$ cat src/sv/gmdfs_pkg.sv
// ----------------------------------------------------------------------------
// gmdfs_pkg
// Shared types and constants for the grid maze depth-first solver.
// ----------------------------------------------------------------------------
package gmdfs_pkg;

    localparam int MAX_SIDE = 8;
    localparam int SIDE_W   = 3;
    localparam int SIZE_W   = 4;
    localparam int CELL_W   = 2 * SIDE_W;
    localparam int CELLS    = 1 << CELL_W;
    localparam int DEPTH_W  = CELL_W + 1;
    localparam int DIR_W    = 3;
    localparam int FRAME_W  = DIR_W + CELL_W;
    localparam int CFG_IDX_W = 3;

    localparam logic OP_LOAD  = 1'b0;
    localparam logic OP_SOLVE = 1'b1;

    localparam logic [CFG_IDX_W-1:0] CFG_GRID_WIDTH  = 3'd0;
    localparam logic [CFG_IDX_W-1:0] CFG_GRID_HEIGHT = 3'd1;
    localparam logic [CFG_IDX_W-1:0] CFG_START_X     = 3'd2;
    localparam logic [CFG_IDX_W-1:0] CFG_START_Y     = 3'd3;
    localparam logic [CFG_IDX_W-1:0] CFG_GOAL_X      = 3'd4;
    localparam logic [CFG_IDX_W-1:0] CFG_GOAL_Y      = 3'd5;

    typedef enum logic [1:0] {
        MOVE_N = 2'd0,
        MOVE_S = 2'd1,
        MOVE_W = 2'd2,
        MOVE_E = 2'd3
    } t_move;

    typedef enum logic [3:0] {
        S_IDLE,
        S_CLEAR,
        S_START,
        S_START_CHK,
        S_FETCH,
        S_FRAME,
        S_CHECK,
        S_PATH_RD,
        S_PATH_OUT,
        S_FAIL_OUT,
        S_EQ_OUT
    } t_state;

    typedef struct packed {
        logic       found;
        logic       has_move;
        logic [1:0] move;
        logic       last;
    } t_result;

endpackage

$ cat src/sv/grid_maze_depth_first_solver.sv
// ----------------------------------------------------------------------------
// grid_maze_depth_first_solver
// Loads a wall map cell by cell and solves it by depth-first search with an
// explicit frame stack held in a memory, one probe step at a time.
// ----------------------------------------------------------------------------
// A load word is accepted in idle and loads may follow back to back.
// A solve word first clears the visited map, then runs each search step
// through fetch, frame and, on a probe, check over the shared probe path.
// Path words alternate read and output states; input not ready until done.
// Synchronous active-low reset returns to idle with the configuration
// registers at their defaults; the wall map is undefined until loaded.
module grid_maze_depth_first_solver (
    input  logic                            i_clk,
    input  logic                            i_rst_n,
    input  logic                            i_cfg_we,
    input  logic [gmdfs_pkg::CFG_IDX_W-1:0] i_cfg_index,
    input  logic [gmdfs_pkg::SIZE_W-1:0]    i_cfg_wdata,
    input  logic                            s_axis_tvalid,
    output logic                            s_axis_tready,
    // cell_col[2:0], cell_row[5:3], is_wall[6], zero[7]
    input  logic [7:0]                      s_axis_tdata,
    // opcode[0]
    input  logic                            s_axis_tuser,
    output logic                            m_axis_tvalid,
    input  logic                            m_axis_tready,
    // found[0], move[2:1], zero[7:3]
    output logic [7:0]                      m_axis_tdata,
    // has_move[0]
    output logic                            m_axis_tuser,
    output logic                            m_axis_tlast
);

    localparam int SW = gmdfs_pkg::SIDE_W;
    localparam int CW = gmdfs_pkg::CELL_W;
    localparam int DW = gmdfs_pkg::DEPTH_W;
    localparam int FW = gmdfs_pkg::FRAME_W;
    localparam int ZW = gmdfs_pkg::SIZE_W;
    localparam int DIR_W_L = gmdfs_pkg::DIR_W;
    localparam logic [ZW-1:0] SIDE_MAX = ZW'(gmdfs_pkg::MAX_SIDE);
    localparam logic [DW-1:0] CNT_LAST = DW'(gmdfs_pkg::CELLS - 1);
    localparam logic [DW-1:0] STACK_MAX = DW'(gmdfs_pkg::CELLS);

    gmdfs_pkg::t_state r_state, n_state;

    logic [ZW-1:0] r_cfg_w, r_cfg_h;
    logic [SW-1:0] r_sx, r_sy, r_gx, r_gy;
    logic [ZW-1:0] r_w, r_h, n_w, n_h;
    logic [DW-1:0] r_cnt, n_cnt;
    logic [DW-1:0] r_depth, n_depth;
    logic [SW-1:0] r_nx, r_ny, n_nx, n_ny;
    logic          r_ninb, n_ninb;

    logic          mem_wall [gmdfs_pkg::CELLS];
    logic          mem_vis  [gmdfs_pkg::CELLS];
    logic [FW-1:0] mem_frame[gmdfs_pkg::CELLS];
    logic          r_wall_q, r_vis_q;
    logic [FW-1:0] r_frame_q;

    logic          wall_we, wall_wdata, vis_we, vis_wdata, frm_we;
    logic [CW-1:0] wall_waddr, wall_raddr, vis_waddr, vis_raddr, frm_waddr, frm_raddr;
    logic [FW-1:0] frm_wdata;

    logic                r_out_valid;
    gmdfs_pkg::t_result  r_out, n_out;
    logic                out_load, out_free;

    logic                in_acc;
    logic [DW-1:0]       depth_m1;
    logic [SW-1:0]       q_x, q_y;
    logic [DIR_W_L-1:0]  q_dir;
    logic [SW:0]         inc_x, inc_y;
    logic                probe_fail, at_goal, path_last;
    logic [SW-1:0]       ld_col, ld_row;

    assign s_axis_tready = (r_state == gmdfs_pkg::S_IDLE);
    assign in_acc        = s_axis_tvalid && s_axis_tready;
    assign out_free      = !r_out_valid || m_axis_tready;
    assign depth_m1      = r_depth - DW'(1);
    assign q_x           = r_frame_q[SW-1:0];
    assign q_y           = r_frame_q[CW-1:SW];
    assign q_dir         = r_frame_q[FW-1:CW];
    assign inc_x         = {1'b0, q_x} + (SW+1)'(1);
    assign inc_y         = {1'b0, q_y} + (SW+1)'(1);
    assign probe_fail    = !r_ninb || r_wall_q || r_vis_q;
    assign at_goal       = (r_nx == r_gx) && (r_ny == r_gy);
    assign path_last     = ((r_cnt + DW'(1)) == r_depth);
    assign ld_col        = s_axis_tdata[SW-1:0];
    assign ld_row        = s_axis_tdata[CW-1:SW];

    assign m_axis_tvalid = r_out_valid;
    assign m_axis_tdata  = {5'b0, r_out.move, r_out.found};
    assign m_axis_tuser  = r_out.has_move;
    assign m_axis_tlast  = r_out.last;

    always_comb begin
        n_state = r_state;
        case (r_state)
            gmdfs_pkg::S_IDLE: begin
                if (in_acc && s_axis_tuser == gmdfs_pkg::OP_SOLVE) n_state = gmdfs_pkg::S_CLEAR;
            end
            gmdfs_pkg::S_CLEAR: begin
                if (r_cnt == CNT_LAST) n_state = gmdfs_pkg::S_START;
            end
            gmdfs_pkg::S_START: n_state = gmdfs_pkg::S_START_CHK;
            gmdfs_pkg::S_START_CHK: begin
                if (!r_ninb || r_wall_q) n_state = gmdfs_pkg::S_FAIL_OUT;
                else if (r_sx == r_gx && r_sy == r_gy) n_state = gmdfs_pkg::S_EQ_OUT;
                else n_state = gmdfs_pkg::S_FETCH;
            end
            gmdfs_pkg::S_FETCH: begin
                if (r_depth == '0) n_state = gmdfs_pkg::S_FAIL_OUT;
                else n_state = gmdfs_pkg::S_FRAME;
            end
            gmdfs_pkg::S_FRAME: begin
                if (q_dir[DIR_W_L-1]) n_state = gmdfs_pkg::S_FETCH;
                else n_state = gmdfs_pkg::S_CHECK;
            end
            gmdfs_pkg::S_CHECK: begin
                if (!probe_fail && at_goal) n_state = gmdfs_pkg::S_PATH_RD;
                else n_state = gmdfs_pkg::S_FETCH;
            end
            gmdfs_pkg::S_PATH_RD: n_state = gmdfs_pkg::S_PATH_OUT;
            gmdfs_pkg::S_PATH_OUT: begin
                if (out_free) n_state = path_last ? gmdfs_pkg::S_IDLE : gmdfs_pkg::S_PATH_RD;
            end
            gmdfs_pkg::S_FAIL_OUT, gmdfs_pkg::S_EQ_OUT: begin
                if (out_free) n_state = gmdfs_pkg::S_IDLE;
            end
            default: n_state = gmdfs_pkg::S_IDLE;
        endcase
    end

    always_comb begin
        wall_we    = 1'b0;
        wall_waddr = {ld_row, ld_col};
        wall_wdata = s_axis_tdata[CW];
        wall_raddr = {r_sy, r_sx};
        vis_we     = 1'b0;
        vis_waddr  = r_cnt[CW-1:0];
        vis_wdata  = 1'b0;
        vis_raddr  = {r_ny, r_nx};
        frm_we     = 1'b0;
        frm_waddr  = depth_m1[CW-1:0];
        frm_wdata  = r_frame_q;
        frm_raddr  = depth_m1[CW-1:0];
        n_w        = r_w;
        n_h        = r_h;
        n_cnt      = r_cnt;
        n_depth    = r_depth;
        n_nx       = r_nx;
        n_ny       = r_ny;
        n_ninb     = r_ninb;
        out_load   = 1'b0;
        n_out      = r_out;
        case (r_state)
            gmdfs_pkg::S_IDLE: begin
                if (in_acc && s_axis_tuser == gmdfs_pkg::OP_LOAD) begin
                    wall_we = ({1'b0, ld_col} < SIDE_MAX) && ({1'b0, ld_row} < SIDE_MAX);
                end
                if (in_acc && s_axis_tuser == gmdfs_pkg::OP_SOLVE) begin
                    n_w     = (r_cfg_w > SIDE_MAX) ? SIDE_MAX : r_cfg_w;
                    n_h     = (r_cfg_h > SIDE_MAX) ? SIDE_MAX : r_cfg_h;
                    n_cnt   = '0;
                    n_depth = '0;
                end
            end
            gmdfs_pkg::S_CLEAR: begin
                vis_we = 1'b1;
                n_cnt  = r_cnt + DW'(1);
            end
            gmdfs_pkg::S_START: begin
                n_ninb = ({1'b0, r_sx} < r_w) && ({1'b0, r_sy} < r_h);
                n_nx   = r_sx;
                n_ny   = r_sy;
            end
            gmdfs_pkg::S_START_CHK: begin
                if (r_ninb && !r_wall_q && !(r_sx == r_gx && r_sy == r_gy)) begin
                    vis_we    = 1'b1;
                    vis_waddr = {r_sy, r_sx};
                    vis_wdata = 1'b1;
                    frm_we    = 1'b1;
                    frm_waddr = '0;
                    frm_wdata = {DIR_W_L'(0), r_sy, r_sx};
                    n_depth   = DW'(1);
                end
            end
            gmdfs_pkg::S_FRAME: begin
                if (q_dir[DIR_W_L-1]) begin
                    n_depth = depth_m1;
                end else begin
                    frm_we    = 1'b1;
                    frm_wdata = {q_dir + DIR_W_L'(1), q_y, q_x};
                    n_nx      = q_x;
                    n_ny      = q_y;
                    case (gmdfs_pkg::t_move'(q_dir[1:0]))
                        gmdfs_pkg::MOVE_N: begin
                            n_ninb = (q_y != '0);
                            n_ny   = q_y - SW'(1);
                        end
                        gmdfs_pkg::MOVE_S: begin
                            n_ninb = ({1'b0, inc_y} < {1'b0, r_h});
                            n_ny   = inc_y[SW-1:0];
                        end
                        gmdfs_pkg::MOVE_W: begin
                            n_ninb = (q_x != '0);
                            n_nx   = q_x - SW'(1);
                        end
                        gmdfs_pkg::MOVE_E: begin
                            n_ninb = ({1'b0, inc_x} < {1'b0, r_w});
                            n_nx   = inc_x[SW-1:0];
                        end
                        default: n_ninb = 1'b0;
                    endcase
                    wall_raddr = {n_ny, n_nx};
                    vis_raddr  = {n_ny, n_nx};
                end
            end
            gmdfs_pkg::S_CHECK: begin
                if (!probe_fail && at_goal) begin
                    n_cnt = '0;
                end else if (!probe_fail) begin
                    vis_we    = 1'b1;
                    vis_waddr = {r_ny, r_nx};
                    vis_wdata = 1'b1;
                    if (r_depth < STACK_MAX) begin
                        frm_we    = 1'b1;
                        frm_waddr = r_depth[CW-1:0];
                        frm_wdata = {DIR_W_L'(0), r_ny, r_nx};
                        n_depth   = r_depth + DW'(1);
                    end
                end
            end
            gmdfs_pkg::S_PATH_RD: begin
                frm_raddr = r_cnt[CW-1:0];
            end
            gmdfs_pkg::S_PATH_OUT: begin
                frm_raddr = r_cnt[CW-1:0];
                if (out_free) begin
                    out_load       = 1'b1;
                    n_out.found    = 1'b1;
                    n_out.has_move = 1'b1;
                    n_out.move     = q_dir[1:0] - 2'd1;
                    n_out.last     = path_last;
                    n_cnt          = r_cnt + DW'(1);
                end
            end
            gmdfs_pkg::S_FAIL_OUT, gmdfs_pkg::S_EQ_OUT: begin
                if (out_free) begin
                    out_load       = 1'b1;
                    n_out.found    = (r_state == gmdfs_pkg::S_EQ_OUT);
                    n_out.has_move = 1'b0;
                    n_out.move     = gmdfs_pkg::MOVE_N;
                    n_out.last     = 1'b1;
                end
            end
            default: begin
            end
        endcase
    end

    always_ff @(posedge i_clk) begin
        if (wall_we) mem_wall[wall_waddr] <= wall_wdata;
        r_wall_q <= mem_wall[wall_raddr];
        if (vis_we) mem_vis[vis_waddr] <= vis_wdata;
        r_vis_q <= mem_vis[vis_raddr];
        if (frm_we) mem_frame[frm_waddr] <= frm_wdata;
        r_frame_q <= mem_frame[frm_raddr];
    end

    always_ff @(posedge i_clk) begin
        if (!i_rst_n) begin
            r_state     <= gmdfs_pkg::S_IDLE;
            r_cfg_w     <= SIDE_MAX;
            r_cfg_h     <= SIDE_MAX;
            r_sx        <= '0;
            r_sy        <= '0;
            r_gx        <= SW'(7);
            r_gy        <= SW'(7);
            r_cnt       <= '0;
            r_depth     <= '0;
            r_out_valid <= 1'b0;
        end else begin
            r_state <= n_state;
            r_cnt   <= n_cnt;
            r_depth <= n_depth;
            if (out_load) r_out_valid <= 1'b1;
            else if (m_axis_tready) r_out_valid <= 1'b0;
            if (i_cfg_we) begin
                case (i_cfg_index)
                    gmdfs_pkg::CFG_GRID_WIDTH:  r_cfg_w <= i_cfg_wdata;
                    gmdfs_pkg::CFG_GRID_HEIGHT: r_cfg_h <= i_cfg_wdata;
                    gmdfs_pkg::CFG_START_X:     r_sx    <= i_cfg_wdata[SW-1:0];
                    gmdfs_pkg::CFG_START_Y:     r_sy    <= i_cfg_wdata[SW-1:0];
                    gmdfs_pkg::CFG_GOAL_X:      r_gx    <= i_cfg_wdata[SW-1:0];
                    gmdfs_pkg::CFG_GOAL_Y:      r_gy    <= i_cfg_wdata[SW-1:0];
                    default: begin
                    end
                endcase
            end
        end
    end

    always_ff @(posedge i_clk) begin
        r_w    <= n_w;
        r_h    <= n_h;
        r_nx   <= n_nx;
        r_ny   <= n_ny;
        r_ninb <= n_ninb;
        if (out_load) r_out <= n_out;
    end

    a_solve_clears: assert property (@(posedge i_clk) disable iff (!i_rst_n)
        (in_acc && s_axis_tuser == gmdfs_pkg::OP_SOLVE) |=> (r_state == gmdfs_pkg::S_CLEAR))
        else $error("solve did not start the visited sweep");

    a_depth_bound: assert property (@(posedge i_clk) disable iff (!i_rst_n)
        r_depth <= STACK_MAX)
        else $error("stack depth beyond capacity");

    a_frame_nonempty: assert property (@(posedge i_clk) disable iff (!i_rst_n)
        (r_state == gmdfs_pkg::S_FRAME || r_state == gmdfs_pkg::S_CHECK) |-> (r_depth != '0))
        else $error("frame step with an empty stack");

    a_load_no_word: assert property (@(posedge i_clk) disable iff (!i_rst_n)
        (in_acc && s_axis_tuser == gmdfs_pkg::OP_LOAD) |=> !out_load)
        else $error("load produced an output word");

    a_last_ends: assert property (@(posedge i_clk) disable iff (!i_rst_n)
        (out_load && n_out.last) |=> (r_state == gmdfs_pkg::S_IDLE))
        else $error("last word did not end the solve");

endmodule
$ cat config.mk
export PLATFORM = sky130hd
export DESIGN_NAME = grid_maze_depth_first_solver
export DESIGN_NICKNAME = d
export VERILOG_FILES = /design/src/sv/gmdfs_pkg.sv /design/src/sv/grid_maze_depth_first_solver.sv
export SDC_FILE = /design/constraint.sdc
export NUM_CORES = 1
export LEC_CHECK = 0
export BUFFER_PORTS_ARGS = -buffer_cell sky130_fd_sc_hd__buf_2
export CORE_MARGIN = 2
export CORE_UTILIZATION = 40
export DETAILED_ROUTE_END_ITERATION = 8
export PLACE_DENSITY = 0.52
export SLEW_MARGIN = 20
export SYNTH_ARGS = -nofsm -noshare
export SYNTH_HDL_FRONTEND = slang
export SYNTH_SLANG_ARGS = --single-unit
$ cat constraint.sdc
create_clock -name i_clk -period 6.7 [get_ports i_clk]
set_clock_uncertainty 0.15 [all_clocks]
set_input_delay 0 -clock i_clk [delete_from_list [all_inputs] [get_ports i_clk]]
set_output_delay 0 -clock i_clk [all_outputs]
set_load 0.05 [all_outputs]
; Word-level counts from Yosys, hierarchy flattened
; Memory sizes are Yosys's and may differ from the RTL's. A register that Yosys moved wholly into a read port is not among the register bits.
; Index checks and enable logic that the tools add are counted.
[word_totals]
regBits = 59
ram_bits = 704
input_bits = 21
out_inout_bits = 12
word_cells = 192
mem_count = 3
[op_classes]
addsub = 9
n_lt_le_gt_ge = 7
eq_ne = 35
mux = 75
bitwise_logic = 1
n_reduce_logical = 43
[memory_table]
columns = memory, words, width, rd, rd_ports_with_merged_regs, write_ports, line_no
row1 = mem_frame, 64, 9, 1, 1, 1, grid_maze_depth_first_solver.sv:55  ; logic [FW-1:0] mem_frame[gmdfs_pkg::CELLS];
row2 = mem_vis, 64, 1, 1, 1, 1, grid_maze_depth_first_solver.sv:54  ; logic mem_vis [gmdfs_pkg::CELLS];
row3 = mem_wall, 64, 1, 1, 1, 1, grid_maze_depth_first_solver.sv:53  ; logic mem_wall [gmdfs_pkg::CELLS];
[ops]
columns = cell, n
row1 = 2-to-1 mux 6 bit, 12
row2 = 2-to-1 mux 7 bit, 8
row3 = one-hot mux 7 bit (4 select lines), 2
row4 = 2-to-1 mux 9 bit, 5
row5 = one-hot mux 4 bit (10 select lines), 1
row6 = 2-to-1 mux 4 bit, 7
row7 = one-hot mux 9 bit (3 select lines), 1
row8 = one-hot mux 3 bit (2 select lines), 4
row9 = one-hot mux 6 bit (2 select lines), 2
row10 = 2-to-1 mux 1 bit, 20
row11 = "!= test 2 bit, second input constant", 10
row12 = "equality test 4 x 3 -> 1 bit, second input constant", 4
row13 = AND reduction 2 bit, 8
row14 = "adder 7 x 1 -> 7 bit, second input constant", 2
row15 = equality test 3 bit, 4
row16 = "equality test 4 bit, second input constant", 3
row17 = AND reduction 4 bit, 3
row18 = 2-to-1 mux 5 bit, 2
row19 = one-hot mux 5 bit (2 select lines), 1
row20 = logical AND 1 bit, 9
row21 = 2-to-1 mux 3 bit, 3
row22 = "adder 3 x 1 -> 4 bit, second input constant", 2
row23 = "equality test 4 x 2 -> 1 bit, second input constant", 2
row24 = "> comparator 4 bit, second input constant", 2
row25 = other kinds (33), 53

; Logic depth before layout (Yosys ltp)
[logic_depth]
word_depth = 9
mapped_depth = 15
mapped_depth_nobuf = 10

; Worst setup path after synthesis
; Ideal clock, no wire load.
[synth_path]
path_kind = register to register
startpoint = register r_nx[2]
endpoint = memory mem_frame[0][7] (netlist name), data pin
setup_time_ps = 702
arrival_ps = 4095
t_required_ps = 5848
path_slack_ps = 1753
path_stages_with_launch = 7
path_buffers = 0
period_less_slack_ps = 4947
path_cell_list = edfxtp_1 xor2_1 nor4_1 a21oi_1 o22ai_1 a21oi_1 o21ai_0
[synth_between]
elab_chain_cells = 5
[synth_rtl]
columns = element, line_no
row1 = from (decl), grid_maze_depth_first_solver.sv:50  ; logic [SW-1:0] r_nx, r_ny, n_nx, n_ny;
row2 = from (signal assigned), grid_maze_depth_first_solver.sv:306  ; r_nx <= n_nx;
row3 = equality test 3 bit, grid_maze_depth_first_solver.sv:85  ; assign at_goal = (r_nx == r_gx) && (r_ny == r_gy);
row4 = logical AND 1 bit, grid_maze_depth_first_solver.sv:85
row5 = logical AND 1 bit, grid_maze_depth_first_solver.sv:219  ; if (!probe_fail && at_goal) begin
row6 = 2-to-1 mux 9 bit, grid_maze_depth_first_solver.sv:219
row7 = one-hot mux 9 bit (3 select lines), grid_maze_depth_first_solver.sv:155  ; case (r_state)
row8 = net frm_wdata[7], grid_maze_depth_first_solver.sv:61  ; logic [FW-1:0] frm_wdata;
row9 = to (decl), grid_maze_depth_first_solver.sv:55
; The timed path passes the listed nets, and every way through them passes these cells.

; Final worst setup path
[layout_path]
startpoint = register r_state[3]
endpoint = memory mem_frame[42][7] (netlist name), enable pin
[layout_between]
elab_chain_cells = 4
elab_cells_between_ends = 7
cone_classes = eq/ne: 3 / mux: 4
[layout_rtl]
columns = element, line_no
row1 = from (decl), grid_maze_depth_first_solver.sv:43  ; gmdfs_pkg::t_state r_state, n_state;
row2 = from (signal assigned), grid_maze_depth_first_solver.sv:272  ; r_state <= gmdfs_pkg::S_IDLE;
row3 = from (signal assigned), grid_maze_depth_first_solver.sv:283  ; r_state <= n_state;
row4 = equality test 4 x 3 -> 1 bit or equality test 4 x 2 -> 1 bit (tied branches), grid_maze_depth_first_solver.sv:155
row5 = one-hot mux 1 bit (3 select lines), grid_maze_depth_first_solver.sv:155
row6 = 2-to-1 mux 1 bit, grid_maze_depth_first_solver.sv:266  ; if (frm_we) mem_frame[frm_waddr] <= frm_wdata;
row7 = 2-to-1 mux 1 bit (not written as such), grid_maze_depth_first_solver.sv:266
; Several ways; a longest one is shown, not always the timed one.

==> results.md <==
* Area leader, netlist: edfxtp_1
* Flop pwr share at 35.1%
* Flop2flop setup slack at 1.73 ns
* Top FF cell, synth: edfxtp_1
* Final hold vios at 0
* Mean Syn Cell Area at 12.8 µm²
* Antenna Cells at 0
* Pint at 10.5 mW
* Yosys cell types at 88
* Clock power share at 25.3%
* Final setup vio count at 0
* Final min period at 4.97 ns
* EDFF count, synth at 724
* Async set-reset flop share out of synthesis at 0%
* All-Layer GR Usage at 21.0%
* DRT antenna net count at 0
* Final period util at 74.1%
* Die Y at 293 µm
* DRC Markers at 0
* Synth warn at 0
* Area Growth Syn to Fin at 12.7%
* Clock-pin slew on the worst setup and hold paths at 0.06 ns
* Largest net degree at the start of global routing at 73
* Register bit total from synthesis at 774
* Setup slack at placement at 1.82 ns
* Vias in the first global route at 21300
* Worst min path class: primary input to register
* CP startpoint: r_state[3]$_SDFFE_PN0P_
* RSZ-0062 raised after global routing: false
* Seq/Total Area, Yosys at 67.9%
* Via count at 21800
* Critical Path, Cell by Cell: nand4bb_1 -> a211oi_1 -> mux2i_2 -> nand3_1 -> a21boi_1 -> nand2_1 -> nor2_1
* Final slew viol count at 0
* Port Buffer Count at 26
* Number of top-level pins at 33
* WL per Instance at 23.7 µm
* Crit path largest cell delay at 1.05 ns
* Core box area at 83300 µm²
* Total gr overflow at 0
* P_leak at 12.7 nW
* # nets final at 2714
* Initial DRT Pass Iterations at 6
* Initial Util at 40.2%
* Total power at 17.6 mW
* DRT iter0 DRCs at 1826
* Clock Latency Late Sink at 0.63 ns
* Commonest non-fill, non-tap cell in the layout: edfxtp_1
* Status: finished, final reports clean
* Share of cells above drive strength 1 at 9.36%
* Max stage delay cell, worst path: nor2_1
* Fin Setup TNS at 0 ns
* RD Place Congestion at 0.838
* Comb power frac at 39.6%
* Slew HR at 29.1%
* H-tree depth at 3
* Final Core Density at 45.3%
* WL final at 90600 µm
* Worst-margin pin slew at 1.06 ns
* Synth top area share at 64.9%
* FMAX at 201 MHz
* Sw Share at 40.2%
* Critical Path AT at 5.06 ns
* Switching power at 7.06 mW
* Total die area at 86100 µm²
* Critical path data required time at 6.80 ns
* Detailed-route vias per instance at 5.71
* Reg2reg end: mem_frame[42][7]$_DFFE_PP_
* Post-DP HPWL at 56000 µm
* PD cells at 465 nW/µm²
* Setup bufs post-CTS at 0
* Synth top area cells: edfxtp_1 65%, nand2_1 4.8%, mux2i_1 3.7%
* WHS Endpoint: mem_wall[62]$_DFFE_PP_
* Root buf cell: clkbuf_16
* First-pass GRT wire length at 136000 µm
* Critical-path maximum fanout at 31
* FF-to-FF Start: r_state[3]$_SDFFE_PN0P_
* Commonest cells after routing, fill and taps aside: 724 x edfxtp_1, 428 x nand2_1, 281 x nor2_1, 185 x nand3_1, 122 x mux2i_1
* Crit Path Category: register to register
* Hold path start: s_axis_tvalid
* CTS tree: done
* Max-Cap Viols at 0
* Final setup slack of the worst path at 1.73 ns
* Cell Rows at 106
* Die Wd at 293 µm
* CP endpoint kind: register
* Antenna violations before repair at 2
* Mapped Area at 33500 µm²
* Worst r2r path cells at 7
* Worst Setup Start Kind: register
* Worst Hold Depth at 4
* Number of buffers inserted during clock tree synthesis at 83
* CTS sink cnt at 774
* Synth Instances at 2624
* Maximum vdd drop at 369 µV
* Clock Tree Buf Depth at 3
[metal layers]
metal	global-route usage, %	part of all wire, %	up-vias
met5	0	0.014	-
met4	6.74	2.7	2
met3	3.08	6.3	139
met2	33.3	46	739
met1	29.9	45	11000
li1	-	-	9901
[flip-flops by register name, indices dropped and copies added, names as in the netlist, 4 cells and up]
| register | cells |
|---|---|
| mem_frame | 576 |
| mem_vis | 64 |
| mem_wall | 64 |
| r_frame_q | 9 |
| r_cnt | 7 |
| r_depth | 7 |
| r_cfg_h | 4 |
| r_cfg_w | 4 |
| r_h | 4 |
| r_state | 4 |
| r_w | 4 |
[synthesized netlist by cell type (12+ instances only)]
master / count
dfxtp_1: 50
a32oi_1: 18
a22oi_1: 37
nand2_1: 430
o21ai_0: 58
mux2i_1: 124
a31oi_1: 38
and3_1: 19
nand4_1: 28
clkbuf_1: 60
buf_4: 14
edfxtp_1: 724
nand3_1: 186
a221oi_1: 23
nor2b_1: 34
buf_2: 63
buf_1: 14
nor3_1: 18
a21oi_1: 81
inv_1: 25
ha_1: 23
xor2_1: 24
mux4_2: 28
nor2_1: 283
o22ai_1: 14
o211ai_1: 12
a211oi_1: 14
[critical path: cells and delay by family (launching register included)]
family	cells	cell delay [ns]
AO/OA/AOI/OAI	2	0.37
flip-flops	1	0.97
multiplexers	1	0.75
AND/OR/NAND/NOR	4	2.32
[cells by family (layout without fill, tap and decap cells)]
family | count (synthesis) | after routing | share of synthesized area, %
xor+xnor | 32 | 32 | 0.836
mux | 155 | 155 | 5.69
flops | 774 | 774 | 67.9
other cells | 1 | 5 | 0.0112
fa+ha+maj | 23 | 23 | 0.859
buf+inv | 177 | 283 | 2.40
compound gates | 370 | 370 | 7.50
simple gates | 1092 | 1092 | 14.8
[how the worst max path moves through the flow]
stage,endpoint,slack [ns],depth (start not counted)
after global routing,mem_frame[22][0]$_DFFE_PP_,1.50,7
after CTS,mem_frame[13][2]$_DFFE_PP_,1.81,7
after detailed placement,mem_frame[13][2]$_DFFE_PP_,1.82,7
after floorplan,mem_frame[0][7]$_DFFE_PP_,1.75,6
final,mem_frame[42][7]$_DFFE_PP_,1.73,7
after global placement,mem_frame[45][1]$_DFFE_PP_,1.87,7
[final cells by class]
type	instances	area, µm²
clock buffers	118	2310
clock inverters	31	317
fillers	7542	45500
inverters	25	93.8
multi-input cells	1677	10100
flip-flops and latches	774	22700
well taps	1080	1350
repair buffers	109	858
[metrics by stage]
stage	cells	cell area [µm²]	hold slack [ns]
floorplan	2628	33500	-0.0511
global placement	3628	34800	0.0835
detailed placement	3628	34800	0.0981
CTS	3814	37800	0.0236
global route	3814	37800	0.0682
finish	3814	37800	0.0311
[repair_timing]
action / in CTS / in global routing
resized for setup: 0 / 0
hold endpoints to repair: 167 / 0
hold buffers: 37 / 0
[power groups by stage]
stage          Combinational [mW]  Clock (mW)  Sequential (mW)
2_1_floorplan                4.23           0             6.21
3_3_place_gp                 6.80           0             6.26
3_5_place_dp                 6.88           0             6.27
4_1_cts                      6.93        4.53             6.17
5_1_grt                      7.46        4.71             6.19
6_report                     6.95        4.44             6.17
Power figures use the tool's default switching activity.
